File: src/rtl/i2cbb_pkg.sv
// Shared constants and types for the bit-banged I2C master.
package i2cbb_pkg;

   localparam int BYTE_BITS = 8;
   localparam int BIT_IDX_W = $clog2(BYTE_BITS);
   localparam int CMD_W = 3;
   localparam int TIMEOUT_W = 8;
   localparam logic [TIMEOUT_W-1:0] ACK_TIMEOUT_RESET = 8'd250;

   localparam logic [CMD_W-1:0] CMD_NONE  = 3'd0;
   localparam logic [CMD_W-1:0] CMD_START = 3'd1;
   localparam logic [CMD_W-1:0] CMD_STOP  = 3'd2;
   localparam logic [CMD_W-1:0] CMD_WRITE = 3'd3;
   localparam logic [CMD_W-1:0] CMD_READ  = 3'd4;

   typedef enum logic [18:0] {
      ST_IDLE  = 19'h00001,
      ST_S1    = 19'h00002,
      ST_S2    = 19'h00004,
      ST_S3    = 19'h00008,
      ST_P1    = 19'h00010,
      ST_P2    = 19'h00020,
      ST_P3    = 19'h00040,
      ST_WLO   = 19'h00080,
      ST_WHI   = 19'h00100,
      ST_AREL  = 19'h00200,
      ST_AHI   = 19'h00400,
      ST_AWAIT = 19'h00800,
      ST_AEND  = 19'h01000,
      ST_RHI   = 19'h02000,
      ST_RLO   = 19'h04000,
      ST_K1    = 19'h08000,
      ST_K2    = 19'h10000,
      ST_K3    = 19'h20000,
      ST_K4    = 19'h40000
   } step_type;

endpackage

File: src/rtl/i2cbb_req_if.sv
// Request channel: one bus timing tick with optional command and sampled SDA.
interface i2cbb_req_if;
   logic                            valid;
   logic                            ready;
   logic [i2cbb_pkg::CMD_W-1:0]     cmd;
   logic [i2cbb_pkg::BYTE_BITS-1:0] write_byte;
   logic                            send_nack;
   logic                            sda_in;

   modport source (output valid, cmd, write_byte, send_nack, sda_in, input ready);
   modport sink (input valid, cmd, write_byte, send_nack, sda_in, output ready);
endinterface

File: src/rtl/i2cbb_rsp_if.sv
// Response channel: driven line levels and status for one tick.
interface i2cbb_rsp_if;
   logic                            valid;
   logic                            ready;
   logic                            scl_out;
   logic                            sda_out;
   logic                            busy_res;
   logic                            done_res;
   logic [i2cbb_pkg::BYTE_BITS-1:0] read_byte;
   logic                            ack_error;

   modport source (output valid, scl_out, sda_out, busy_res, done_res, read_byte, ack_error,
                   input ready);
   modport sink (input valid, scl_out, sda_out, busy_res, done_res, read_byte, ack_error,
                 output ready);
endinterface

File: src/rtl/i2cbb_csr_if.sv
// Configuration write channel carrying the ack timeout register.
interface i2cbb_csr_if;
   logic                            valid;
   logic                            ready;
   logic [i2cbb_pkg::TIMEOUT_W-1:0] data;

   modport source (output valid, data, input ready);
   modport sink (input valid, data, output ready);
endinterface

File: src/rtl/i2c_bitbang_master.sv
// Top level of the bit-banged I2C master: tick sequencer and result register.
// Latency: a result appears in the cycle after its request transaction is accepted.
// Throughput: one request transaction per cycle; the result register stalls input
// only while a held result is not taken.
// Reset: sequencer idle, SCL and SDA released high, read byte and error cleared,
// ack timeout 250 ticks, no result pending.
module i2c_bitbang_master (
   input logic         clock,
   input logic         reset,
   i2cbb_req_if.sink   req_port,
   i2cbb_rsp_if.source rsp_port,
   i2cbb_csr_if.sink   csr_port
);
   import i2cbb_pkg::*;

   step_type               step_ff, step_in, step_cur;
   logic [BIT_IDX_W-1:0]   bit_idx_ff, bit_idx_in;
   logic [BYTE_BITS-1:0]   shift_ff, shift_in;
   logic [TIMEOUT_W-1:0]   wait_cnt_ff, wait_cnt_in;
   logic                   nack_ff, nack_in;
   logic                   err_ff, err_in;
   logic                   scl_ff, scl_in;
   logic                   sda_ff, sda_in_lv;
   logic [BYTE_BITS-1:0]   last_rd_ff, last_rd_in;
   logic [TIMEOUT_W-1:0]   timeout_ff;
   logic                   busy, done;
   logic                   accept;
   logic                   rsp_valid_ff;
   logic                   rsp_scl_ff, rsp_sda_ff, rsp_busy_ff, rsp_done_ff, rsp_err_ff;
   logic [BYTE_BITS-1:0]   rsp_rd_ff;
   logic                   last_bit;

   assign req_port.ready = !rsp_valid_ff || rsp_port.ready;
   assign accept = req_port.valid && req_port.ready;
   assign csr_port.ready = 1'b1;
   assign last_bit = (bit_idx_ff == BIT_IDX_W'(BYTE_BITS - 1));

   always_comb begin
      step_cur    = step_ff;
      bit_idx_in  = bit_idx_ff;
      shift_in    = shift_ff;
      wait_cnt_in = wait_cnt_ff;
      nack_in     = nack_ff;
      err_in      = err_ff;
      scl_in      = scl_ff;
      sda_in_lv   = sda_ff;
      last_rd_in  = last_rd_ff;
      done        = 1'b0;

      if (step_ff == ST_IDLE) begin
         case (req_port.cmd)
            CMD_START: step_cur = ST_S1;
            CMD_STOP:  step_cur = ST_P1;
            CMD_WRITE: begin
               shift_in    = req_port.write_byte;
               bit_idx_in  = '0;
               wait_cnt_in = '0;
               err_in      = 1'b0;
               step_cur    = ST_WLO;
            end
            CMD_READ: begin
               nack_in    = req_port.send_nack;
               shift_in   = '0;
               bit_idx_in = '0;
               step_cur   = ST_RHI;
            end
            default: step_cur = ST_IDLE;
         endcase
      end

      busy    = (step_cur != ST_IDLE);
      step_in = ST_IDLE;

      case (step_cur)
         ST_IDLE: step_in = ST_IDLE;
         ST_S1: begin
            scl_in    = 1'b1;
            sda_in_lv = 1'b1;
            step_in   = ST_S2;
         end
         ST_S2: begin
            sda_in_lv = 1'b0;
            step_in   = ST_S3;
         end
         ST_S3: begin
            scl_in = 1'b0;
            done   = 1'b1;
         end
         ST_P1: begin
            sda_in_lv = 1'b0;
            step_in   = ST_P2;
         end
         ST_P2: begin
            scl_in  = 1'b1;
            step_in = ST_P3;
         end
         ST_P3: begin
            sda_in_lv = 1'b1;
            done      = 1'b1;
         end
         ST_WLO: begin
            scl_in    = 1'b0;
            sda_in_lv = shift_in[BYTE_BITS-1];
            step_in   = ST_WHI;
         end
         ST_WHI: begin
            scl_in   = 1'b1;
            shift_in = {shift_ff[BYTE_BITS-2:0], 1'b0};
            if (last_bit) begin
               bit_idx_in = '0;
               step_in    = ST_AREL;
            end else begin
               bit_idx_in = bit_idx_ff + 1'b1;
               step_in    = ST_WLO;
            end
         end
         ST_AREL: begin
            scl_in    = 1'b0;
            sda_in_lv = 1'b1;
            step_in   = ST_AHI;
         end
         ST_AHI: begin
            scl_in      = 1'b1;
            wait_cnt_in = '0;
            step_in     = ST_AWAIT;
         end
         ST_AWAIT: begin
            if (!req_port.sda_in) begin
               step_in = ST_AEND;
            end else if (wait_cnt_ff >= timeout_ff) begin
               err_in  = 1'b1;
               step_in = ST_P1;
            end else begin
               wait_cnt_in = wait_cnt_ff + 1'b1;
               step_in     = ST_AWAIT;
            end
         end
         ST_AEND: begin
            scl_in = 1'b0;
            done   = 1'b1;
         end
         ST_RHI: begin
            scl_in    = 1'b1;
            sda_in_lv = 1'b1;
            shift_in  = {shift_in[BYTE_BITS-2:0], req_port.sda_in};
            step_in   = ST_RLO;
         end
         ST_RLO: begin
            scl_in = 1'b0;
            if (last_bit) begin
               bit_idx_in = '0;
               last_rd_in = shift_ff;
               step_in    = ST_K1;
            end else begin
               bit_idx_in = bit_idx_ff + 1'b1;
               step_in    = ST_RHI;
            end
         end
         ST_K1: begin
            sda_in_lv = nack_ff;
            step_in   = ST_K2;
         end
         ST_K2: begin
            scl_in  = 1'b1;
            step_in = ST_K3;
         end
         ST_K3: begin
            scl_in = 1'b0;
            if (nack_ff) begin
               done = 1'b1;
            end else begin
               step_in = ST_K4;
            end
         end
         ST_K4: begin
            sda_in_lv = 1'b1;
            done      = 1'b1;
         end
         default: step_in = ST_IDLE;
      endcase
   end

   always_ff @(posedge clock) begin
      if (reset) begin
         step_ff     <= ST_IDLE;
         bit_idx_ff  <= '0;
         shift_ff    <= '0;
         wait_cnt_ff <= '0;
         nack_ff     <= 1'b0;
         err_ff      <= 1'b0;
         scl_ff      <= 1'b1;
         sda_ff      <= 1'b1;
         last_rd_ff  <= '0;
      end else if (accept) begin
         step_ff     <= step_in;
         bit_idx_ff  <= bit_idx_in;
         shift_ff    <= shift_in;
         wait_cnt_ff <= wait_cnt_in;
         nack_ff     <= nack_in;
         err_ff      <= err_in;
         scl_ff      <= scl_in;
         sda_ff      <= sda_in_lv;
         last_rd_ff  <= last_rd_in;
      end
   end

   always_ff @(posedge clock) begin
      if (reset) begin
         timeout_ff <= ACK_TIMEOUT_RESET;
      end else if (csr_port.valid) begin
         timeout_ff <= csr_port.data;
      end
   end

   always_ff @(posedge clock) begin
      if (reset) begin
         rsp_valid_ff <= 1'b0;
      end else if (accept) begin
         rsp_valid_ff <= 1'b1;
      end else if (rsp_port.ready) begin
         rsp_valid_ff <= 1'b0;
      end
   end

   always_ff @(posedge clock) begin
      if (accept) begin
         rsp_scl_ff  <= scl_in;
         rsp_sda_ff  <= sda_in_lv;
         rsp_busy_ff <= busy;
         rsp_done_ff <= done;
         rsp_rd_ff   <= last_rd_in;
         rsp_err_ff  <= err_in;
      end
   end

   assign rsp_port.valid     = rsp_valid_ff;
   assign rsp_port.scl_out   = rsp_scl_ff;
   assign rsp_port.sda_out   = rsp_sda_ff;
   assign rsp_port.busy_res  = rsp_busy_ff;
   assign rsp_port.done_res  = rsp_done_ff;
   assign rsp_port.read_byte = rsp_rd_ff;
   assign rsp_port.ack_error = rsp_err_ff;

endmodule

File: src/flat_wrapper.sv
// flat-port wrapper written by rule: the top's interface ports become plain ports
module i2c_bitbang_master_flat import i2cbb_pkg::*;
  (clock, reset, req_port_valid, req_port_cmd, req_port_write_byte, req_port_send_nack, req_port_sda_in, req_port_ready, rsp_port_valid, rsp_port_scl_out, rsp_port_sda_out, rsp_port_busy_res, rsp_port_done_res, rsp_port_read_byte, rsp_port_ack_error, rsp_port_ready, csr_port_valid, csr_port_data, csr_port_ready);
  i2cbb_req_if req_port_i ();
  i2cbb_rsp_if rsp_port_i ();
  i2cbb_csr_if csr_port_i ();
  input logic clock;
  input logic reset;
  input wire logic [$bits(req_port_i.valid)-1:0] req_port_valid;
  input wire logic [$bits(req_port_i.cmd)-1:0] req_port_cmd;
  input wire logic [$bits(req_port_i.write_byte)-1:0] req_port_write_byte;
  input wire logic [$bits(req_port_i.send_nack)-1:0] req_port_send_nack;
  input wire logic [$bits(req_port_i.sda_in)-1:0] req_port_sda_in;
  output wire logic [$bits(req_port_i.ready)-1:0] req_port_ready;
  output wire logic [$bits(rsp_port_i.valid)-1:0] rsp_port_valid;
  output wire logic [$bits(rsp_port_i.scl_out)-1:0] rsp_port_scl_out;
  output wire logic [$bits(rsp_port_i.sda_out)-1:0] rsp_port_sda_out;
  output wire logic [$bits(rsp_port_i.busy_res)-1:0] rsp_port_busy_res;
  output wire logic [$bits(rsp_port_i.done_res)-1:0] rsp_port_done_res;
  output wire logic [$bits(rsp_port_i.read_byte)-1:0] rsp_port_read_byte;
  output wire logic [$bits(rsp_port_i.ack_error)-1:0] rsp_port_ack_error;
  input wire logic [$bits(rsp_port_i.ready)-1:0] rsp_port_ready;
  input wire logic [$bits(csr_port_i.valid)-1:0] csr_port_valid;
  input wire logic [$bits(csr_port_i.data)-1:0] csr_port_data;
  output wire logic [$bits(csr_port_i.ready)-1:0] csr_port_ready;
  assign req_port_i.valid = req_port_valid;
  assign req_port_i.cmd = req_port_cmd;
  assign req_port_i.write_byte = req_port_write_byte;
  assign req_port_i.send_nack = req_port_send_nack;
  assign req_port_i.sda_in = req_port_sda_in;
  assign req_port_ready = req_port_i.ready;
  assign rsp_port_valid = rsp_port_i.valid;
  assign rsp_port_scl_out = rsp_port_i.scl_out;
  assign rsp_port_sda_out = rsp_port_i.sda_out;
  assign rsp_port_busy_res = rsp_port_i.busy_res;
  assign rsp_port_done_res = rsp_port_i.done_res;
  assign rsp_port_read_byte = rsp_port_i.read_byte;
  assign rsp_port_ack_error = rsp_port_i.ack_error;
  assign rsp_port_i.ready = rsp_port_ready;
  assign csr_port_i.valid = csr_port_valid;
  assign csr_port_i.data = csr_port_data;
  assign csr_port_ready = csr_port_i.ready;
  i2c_bitbang_master u_core (.clock(clock), .reset(reset), .req_port(req_port_i), .rsp_port(rsp_port_i), .csr_port(csr_port_i));
endmodule
File: config.mk
export PLATFORM = sky130hd
export DESIGN_NAME = i2c_bitbang_master_flat
export DESIGN_NICKNAME = d
export VERILOG_FILES = /design/src/rtl/i2cbb_pkg.sv /design/src/rtl/i2cbb_req_if.sv /design/src/rtl/i2cbb_rsp_if.sv /design/src/rtl/i2cbb_csr_if.sv /design/src/rtl/i2c_bitbang_master.sv /design/src/flat_wrapper.sv
export SDC_FILE = /design/constraint.sdc
export NUM_CORES = 1
export LEC_CHECK = 0
export ABC_CLOCK_PERIOD_IN_PS = 3400
export BUFFER_PORTS_ARGS = -buffer_cell sky130_fd_sc_hd__buf_2
export CAP_MARGIN = 20
export CORE_MARGIN = 3
export CORE_UTILIZATION = 36
export DETAILED_ROUTE_END_ITERATION = 10
export HOLD_SLACK_MARGIN = 0.12
export SYNTH_ARGS = -nofsm -noshare
export SYNTH_HDL_FRONTEND = slang
export SYNTH_SLANG_ARGS = --single-unit
File: constraint.sdc
create_clock -name clock -period 3.4 [get_ports clock]
set_input_delay 0.68 -clock clock [delete_from_list [all_inputs] [get_ports clock]]
set_output_delay 0.68 -clock clock [all_outputs]
set_load 0.01 [all_outputs]
==> flow_summary.toml, run 1 <==
[status]
outcome = "completed"

[drt]
vias = 3792
wl_um = 10900
wl_per_cell_um = 16.3
vias_per_cell = 5.66
final_antenna_net_count = 0
drtIter0Drc = 287
firstDrtPassIters = 5
drc_errors = 0

[floorplanning]
die_y_um = 113
pin_count = 42
start_util_pct = 37.3
rows = 38
core-area_um2 = 11000
die_w_um = 113
fp.dieArea_um2 = 12700

[power]
peakVddDrop_mv = 0.219
p_per_area_nw_per_um2 = 446
leakage_uw = 0.00185

[timing]
finClkSkew_ps = 6.15
fin_ws_ps = 678
period_share_pct = 80.1
fin_tns_setup_ps = 0
rsz0062_at_grt = "no"
tightest_slew_ps = 648
setup_viol = 0
whs_ps = 470
fmax_ghz = 0.367
period_minus_slack_ps = 2720
finalHoldViolCount = 0
slew_viol_final = 0
max-slew-margin-rel_pct = 56.4

[placement]
place_hpwl_um = 7850
io_buffers = 40
dp_slack_ps = 711
routabilityCongestion = 0.946

[global_route]
track_usage_pct = 17.6
met2_usage_pct = 27.5
grt.overflow.total = 0
antenna_found_initial = 0
grt_max_degree = 44
grt_busiest_layer = "met2"
grt.met1_usage_pct = 23.8
grt_pass1_vias = 3586
grt_pass1_wl_um = 18100
met3_usage_pct = 2.70

[cts]
clk_pin_slew_ps = 60
clk_latency_ps = 330
cts.htree.levels = 3
cts_sinks = 71
clockRootBuffer = "clkbuf_16"
clock_path_buffers = 2
cts_buffers = 9
post-cts-setup-buffers = 0
cts_tree = "built"
cts-resized-gates = 0
postCtsHoldBufs = 0

[setup_path]
cp.arrival_ps = 2770
critPathLaunchType = "register"
path_class = "reg2reg"
end_kind = "register"
required_ps = 3450
cp_max_fo = 12

[synth]
synth-seq-cells = 71
avgSynthCellArea_um2 = 8.19
synth_edf_count = 13
syn_inst = 500
ys_types = 64
synth_nets = 537
synthArstFlopShare_pct = 0
synth_seq_area_share_pct = 37.9
synth_area_um2 = 4100
synth_top_flop_cell = "dfxtp_1"
yosysWarnings = 0

[cells_and_area]
drive_gt1_share_pct = 16.2
mostFrequentLayoutCell = "nand2_1"
mostFrequentLayoutCells = "nand2_1 (68), dfxtp_1 (58), buf_2 (40)"
syn2layout_area_growth_pct = 14.4
nNetsFinal = 562
n_antenna_cell = 0

[run]
drv_cap = 0

[worst_hold_path]
worstHoldPathType = "reg2reg"
## Yosys cell counts, drive strengths merged (11+ instances only)
master  count  area share, %
nand2      69            6.4
nor4       19            3.7
o21ai      26            3.2
nor3       16            2.1
nand3      13            1.6
dfxtp      58             28
ha         11            3.4
inv        20            1.8
a21oi      37            4.6
nor2       37            3.6
edfxtp     13            9.5
clkbuf     23            2.1
buf        15            2.3
nand4      13            2.0
## flip-flops by register name (all words and copies together) (netlist names)
name                       flops
u_core.step_ff                18
u_core.last_rd_ff              8
u_core.rsp_port.read_byte      8
u_core.shift_ff                8
u_core.timeout_ff              8
u_core.wait_cnt_ff             8
u_core.bit_idx_ff              3
u_core.err_ff                  1
u_core.nack_ff                 1
u_core.rsp_port.ack_error      1
u_core.rsp_port.busy_res       1
u_core.rsp_port.done_res       1
u_core.rsp_port.scl_out        1
u_core.rsp_port.sda_out        1
u_core.rsp_port.valid          1
u_core.scl_ff                  1
u_core.sda_ff                  1
## critical path: stages, from the launching register on
cell and delay [ps]:
dfxtp_1 470, nor4_1 450, nand4_1 290, a2111oi_0 630, buf_4 220, o21ai_0 150
nand4_1 140, nand3_1 90
## final timing paths
| check | start | to | slack, ps | cells past startpoint |
|---|---|---|---|---|
| setup / recovery | u_core.step_ff[10] | u_core.rsp_port.scl_out | 680 | 7 |
| hold / removal | u_core.err_ff | u_core.err_ff | 470 | 2 |
| setup reg to reg | u_core.step_ff[10] | u_core.rsp_port.scl_out | 680 | 7 |
| hold reg to reg | u_core.err_ff | u_core.err_ff | 470 | 2 |
## where the power goes
group | switching [µW] | internal (µW) | total, µW | leakage [µW]
Combinational | 130 | 74.4 | 204 | 0.00110
Clock | 347 | 638 | 985 | 0.000151
Sequential | 19.3 | 883 | 902 | 0.000595
## layout make-up
class / instances / area [µm²]
Timing Repair Buffer: 52 / 290
Tap cell: 140 / 175
Clock buffer: 11 / 233
Clock inverter: 5 / 73.8
Sequential cell: 71 / 1550
Inverter: 20 / 75.1
Multi-Input combinational cell: 371 / 2290
Fill cell: 1092 / 6290
## metrics by stage
step | std cells | instance area [µm²] | total power, µW | utilization [%]
final | 670 | 4690 | 2090 | 42.7
after global placement | 654 | 4380 | 1120 | 39.9
after CTS | 670 | 4690 | 2110 | 42.7
after floorplan | 500 | 4100 | 1050 | -
after global routing | 670 | 4690 | 2180 | 42.7
after detailed placement | 654 | 4380 | 1120 | 39.9
## layer usage
layer	vias to the layer above	share of wire, %
met3	21	5.2
met1	1766	46
li1	1886	-
met5	-	0
met2	119	45
met4	0	3.0
## kinds of logic (layout without fill, tap and decap cells)
kind of cell	after synthesis	after routing	share of synthesized area (%)
XOR/XNOR	6	6	1.28
AND/OR/NAND/NOR	212	212	26.8
buffers and inverters	58	88	6.23
flip-flops	71	71	37.9
adder cells (fa/ha/maj)	11	11	3.36
multiplexers	12	12	3.57
AO/OA/AOI/OAI	129	129	20.8
other	1	1	0.0915
Note: power is estimated with default switching activity, not from simulation.
==> run 2: changes to the inputs <==
ABC_AREA = 1   (was default)
ABC_CLOCK_PERIOD_IN_PS = 2500   (was 3400)
clock period = 2.5 ns   (was 3.4 ns; I/O delays follow)
==> run 2 against run 1 <==
Effect of this change: largest power group is now sequential cells; register-to-register slack worse by 510 ps; flip-flop and latch count is the same; total power increased by 40%; critical path depth is 5 higher; combinational power increased by 130%; highest routed layer unchanged; count of clock-buffer cells in the layout is 2 higher; die area is 8.2% higher; wire length up 8.9%.
==> flow_summary.toml, run 2 <==
[drt]
vias_per_cell = 5.06
firstDrtPassIters = 5
final_antenna_net_count = 0
drc_errors = 0
vias = 4265
wl_per_cell_um = 14.1
wl_um = 11900
drtIter0Drc = 408

[synth]
synthTopCellsByArea = "dfxtp_1 (26%), nand2_1 (9.9%), edfxtp_1 (8.8%)"
synth_edf_count = 13
syn_inst = 631
synth.most_common_cell = "nand2_1"
synth_top_flop_cell = "dfxtp_1"
synth_seq_area_share_pct = 34.9
ys_types = 52
yosys.area.top_type = "dfxtp_1"
synth_nets = 668
synth_top_cells_by_count = "nand2_1 (117), inv_1 (83), a21oi_1 (70)"
synthArstFlopShare_pct = 0
yosysWarnings = 0
synth_top_area_share_pct = 26.1
synth_area_um2 = 4450
synth-seq-cells = 71
avgSynthCellArea_um2 = 7.05

[setup_path]
cp_cell_sequence = "nor2_2, nand2_2, nor2_4, nand3_2, nand2_2, nor2_8, nand2_4, inv_6, nand2_4, nand2_4, nor3_2, nand2_1"
required_ps = 2580
cp.arrival_ps = 2420
path_class = "reg2reg"
slowest_stage = "dfxtp_1"
r2r-start = "u_core.step_ff[15]"
cp_max_fo = 10
crit_top_cell = "nand2_4"
reg2reg_depth = 12
path_buf_inv = 1
end_kind = "register"
critPathTopFamily = "simple AND/OR/NAND/NOR gates"
cp.depth = 12
rrSetupSlack_ps = 160
rr_endpoint = "u_core.rsp_port.scl_out"
crit_path_max_incr_delay_ps = 340
critPathLaunchType = "register"

[cts]
clk_latency_ps = 340
cts-resized-gates = 0
cts_buffers = 9
cts_sinks = 71
clockRootBuffer = "clkbuf_16"
cts_tree = "built"
postCtsHoldBufs = 0
post-cts-setup-buffers = 0
clock_path_buffers = 2
clk_pin_slew_ps = 60
cts.htree.levels = 3

[global_route]
grt_max_degree = 46
grt.overflow.total = 0
antenna_found_initial = 0
grt_pass1_vias = 4031
grt_pass1_wl_um = 19800
track_usage_pct = 18.4

[timing]
fin_tns_setup_ps = 0
tightest_slew_ps = 578
period_minus_slack_ps = 2340
finClkSkew_ps = 8.84
max-slew-margin-rel_pct = 61.4
finalHoldViolCount = 0
period_share_pct = 93.5
slew_viol_final = 0
setup_viol = 0
whs_ps = 371
rsz0062_at_grt = "no"
fmax_ghz = 0.428

[power]
pwr-share-comb_pct = 16.3
p_int_uw = 2100
p_per_area_nw_per_um2 = 571
leakage_uw = 0.00236
pwr-share-seq_pct = 42.1
peakVddDrop_mv = 0.263
p_switching_uw = 835
p_sw_share_pct = 28.4
p_clk_share_pct = 41.6

[worst_hold_path]
min_from = "csr_port_data[7]"
min_to = "u_core.timeout_ff[7]"
whs_path_depth = 3
worstHoldPathType = "in2reg"

[floorplanning]
die_w_um = 117
fp.dieArea_um2 = 13700
start_util_pct = 37.8
die_y_um = 117
rows = 39
core-area_um2 = 11800
pin_count = 42

[cells_and_area]
largest_reg_flops = 18
drive_gt1_share_pct = 17.2
n_antenna_cell = 0
mostFrequentLayoutCell = "nand2_1"
syn2layout_area_growth_pct = 15.5
nNetsFinal = 711
top_register = "u_core.step_ff"
mostFrequentLayoutCells = "nand2_1 (117), inv_1 (83), a21oi_1 (70)"

[status]
outcome = "completed"

[placement]
place_hpwl_um = 8720
io_buffers = 40
routabilityCongestion = 0.871

[run]
drv_cap = 0
run 2: cell count changes in the layout (fill, tap and decap cells not counted), sizes merged, moves of 8 or more:
cell    delta
a211oi     -8
a21oi     +33
a221oi     -9
a22o       -8
inv       +74
mux2       -9
nand2     +60
nand3     +32
nor2      +43
nor2b      -9
nor4      -18
o21ai     +18
run 2: worst max-delay path by stage:
stage                                 to               start  slack, ps
2_1_floorplan  u_core.rsp_port.ack_error      rsp_port_ready        460
3_3_place_gp           u_core.step_ff[0]     req_port_cmd[2]        130
3_5_place_dp           u_core.step_ff[0]     req_port_cmd[2]        100
4_1_cts          u_core.rsp_port.scl_out  u_core.step_ff[15]        180
5_1_grt          u_core.rsp_port.scl_out  u_core.step_ff[15]          6
6_report         u_core.rsp_port.scl_out  u_core.step_ff[15]        160
run 2: cells by family after synthesis:
| family | Yosys count | share of synthesized area, % |
|---|---|---|
| adders and majority gates | 11 | 3.09 |
| and+or+nand+nor | 293 | 33.8 |
| AOI/OAI and AO/OA | 137 | 17.1 |
| buffers and inverters | 113 | 10.1 |
| other | 1 | 0.0843 |
| xor gates and xnor gates | 5 | 0.984 |
| DFF | 71 | 34.9 |
run 2: layer usage:
metal / up-vias / share of wire [%] / routed length [µm] / GRT usage, %
met4: 0 / 2.4 / 283 / 8.26
met5: - / 0 / 0 / 0
li1: 2185 / - / - / -
met3: 20 / 5.1 / 602 / 2.83
met2: 108 / 45 / 5360 / 29.2
met1: 1952 / 47 / 5620 / 24.8
run 2: area by class of cell:
cell class,instances,area (µm²)
Inverter,95,364
Clock buffer,13,262
Sequential cell,71,1550
Multi-Input combinational cell,447,2450
Clock inverter,3,18.8
Timing Repair Buffer,50,288
Tap cell,164,205
Fill cell,1186,6620
run 2: worst register-to-register path, cell delays in order, from the launching register on:
cell and delay, ps:
dfxtp_1 340, nor2_2 200, nand2_2 120, nor2_4 250, nand3_2 220, nand2_2 170, nor2_8 80, nand2_4 100
inv_6 70, nand2_4 130, nand2_4 100, nor3_2 190, nand2_1 110
run 2: power groups by stage:
stage | clock network [µW] | registers, µW | logic [µW]
floorplan | 0 | 1260 | 337
global placement | 0 | 1260 | 473
detailed placement | 0 | 1260 | 476
CTS | 1240 | 1240 | 478
global route | 1300 | 1240 | 537
finish | 1220 | 1240 | 478
run 2: through the flow:
| step | power, µW | instance area (µm²) | utilization [%] | cells | setup slack, ps |
|---|---|---|---|---|---|
| floorplan | 1600 | 4450 | - | 631 | 463 |
| global placement | 1730 | 4860 | 41.3 | 827 | 128 |
| detailed placement | 1740 | 4860 | 41.3 | 827 | 97.8 |
| CTS | 2960 | 5140 | 43.7 | 843 | 180 |
| global route | 3070 | 5140 | 43.7 | 843 | 5.64 |
| finish | 2930 | 5140 | 43.7 | 843 | 163 |
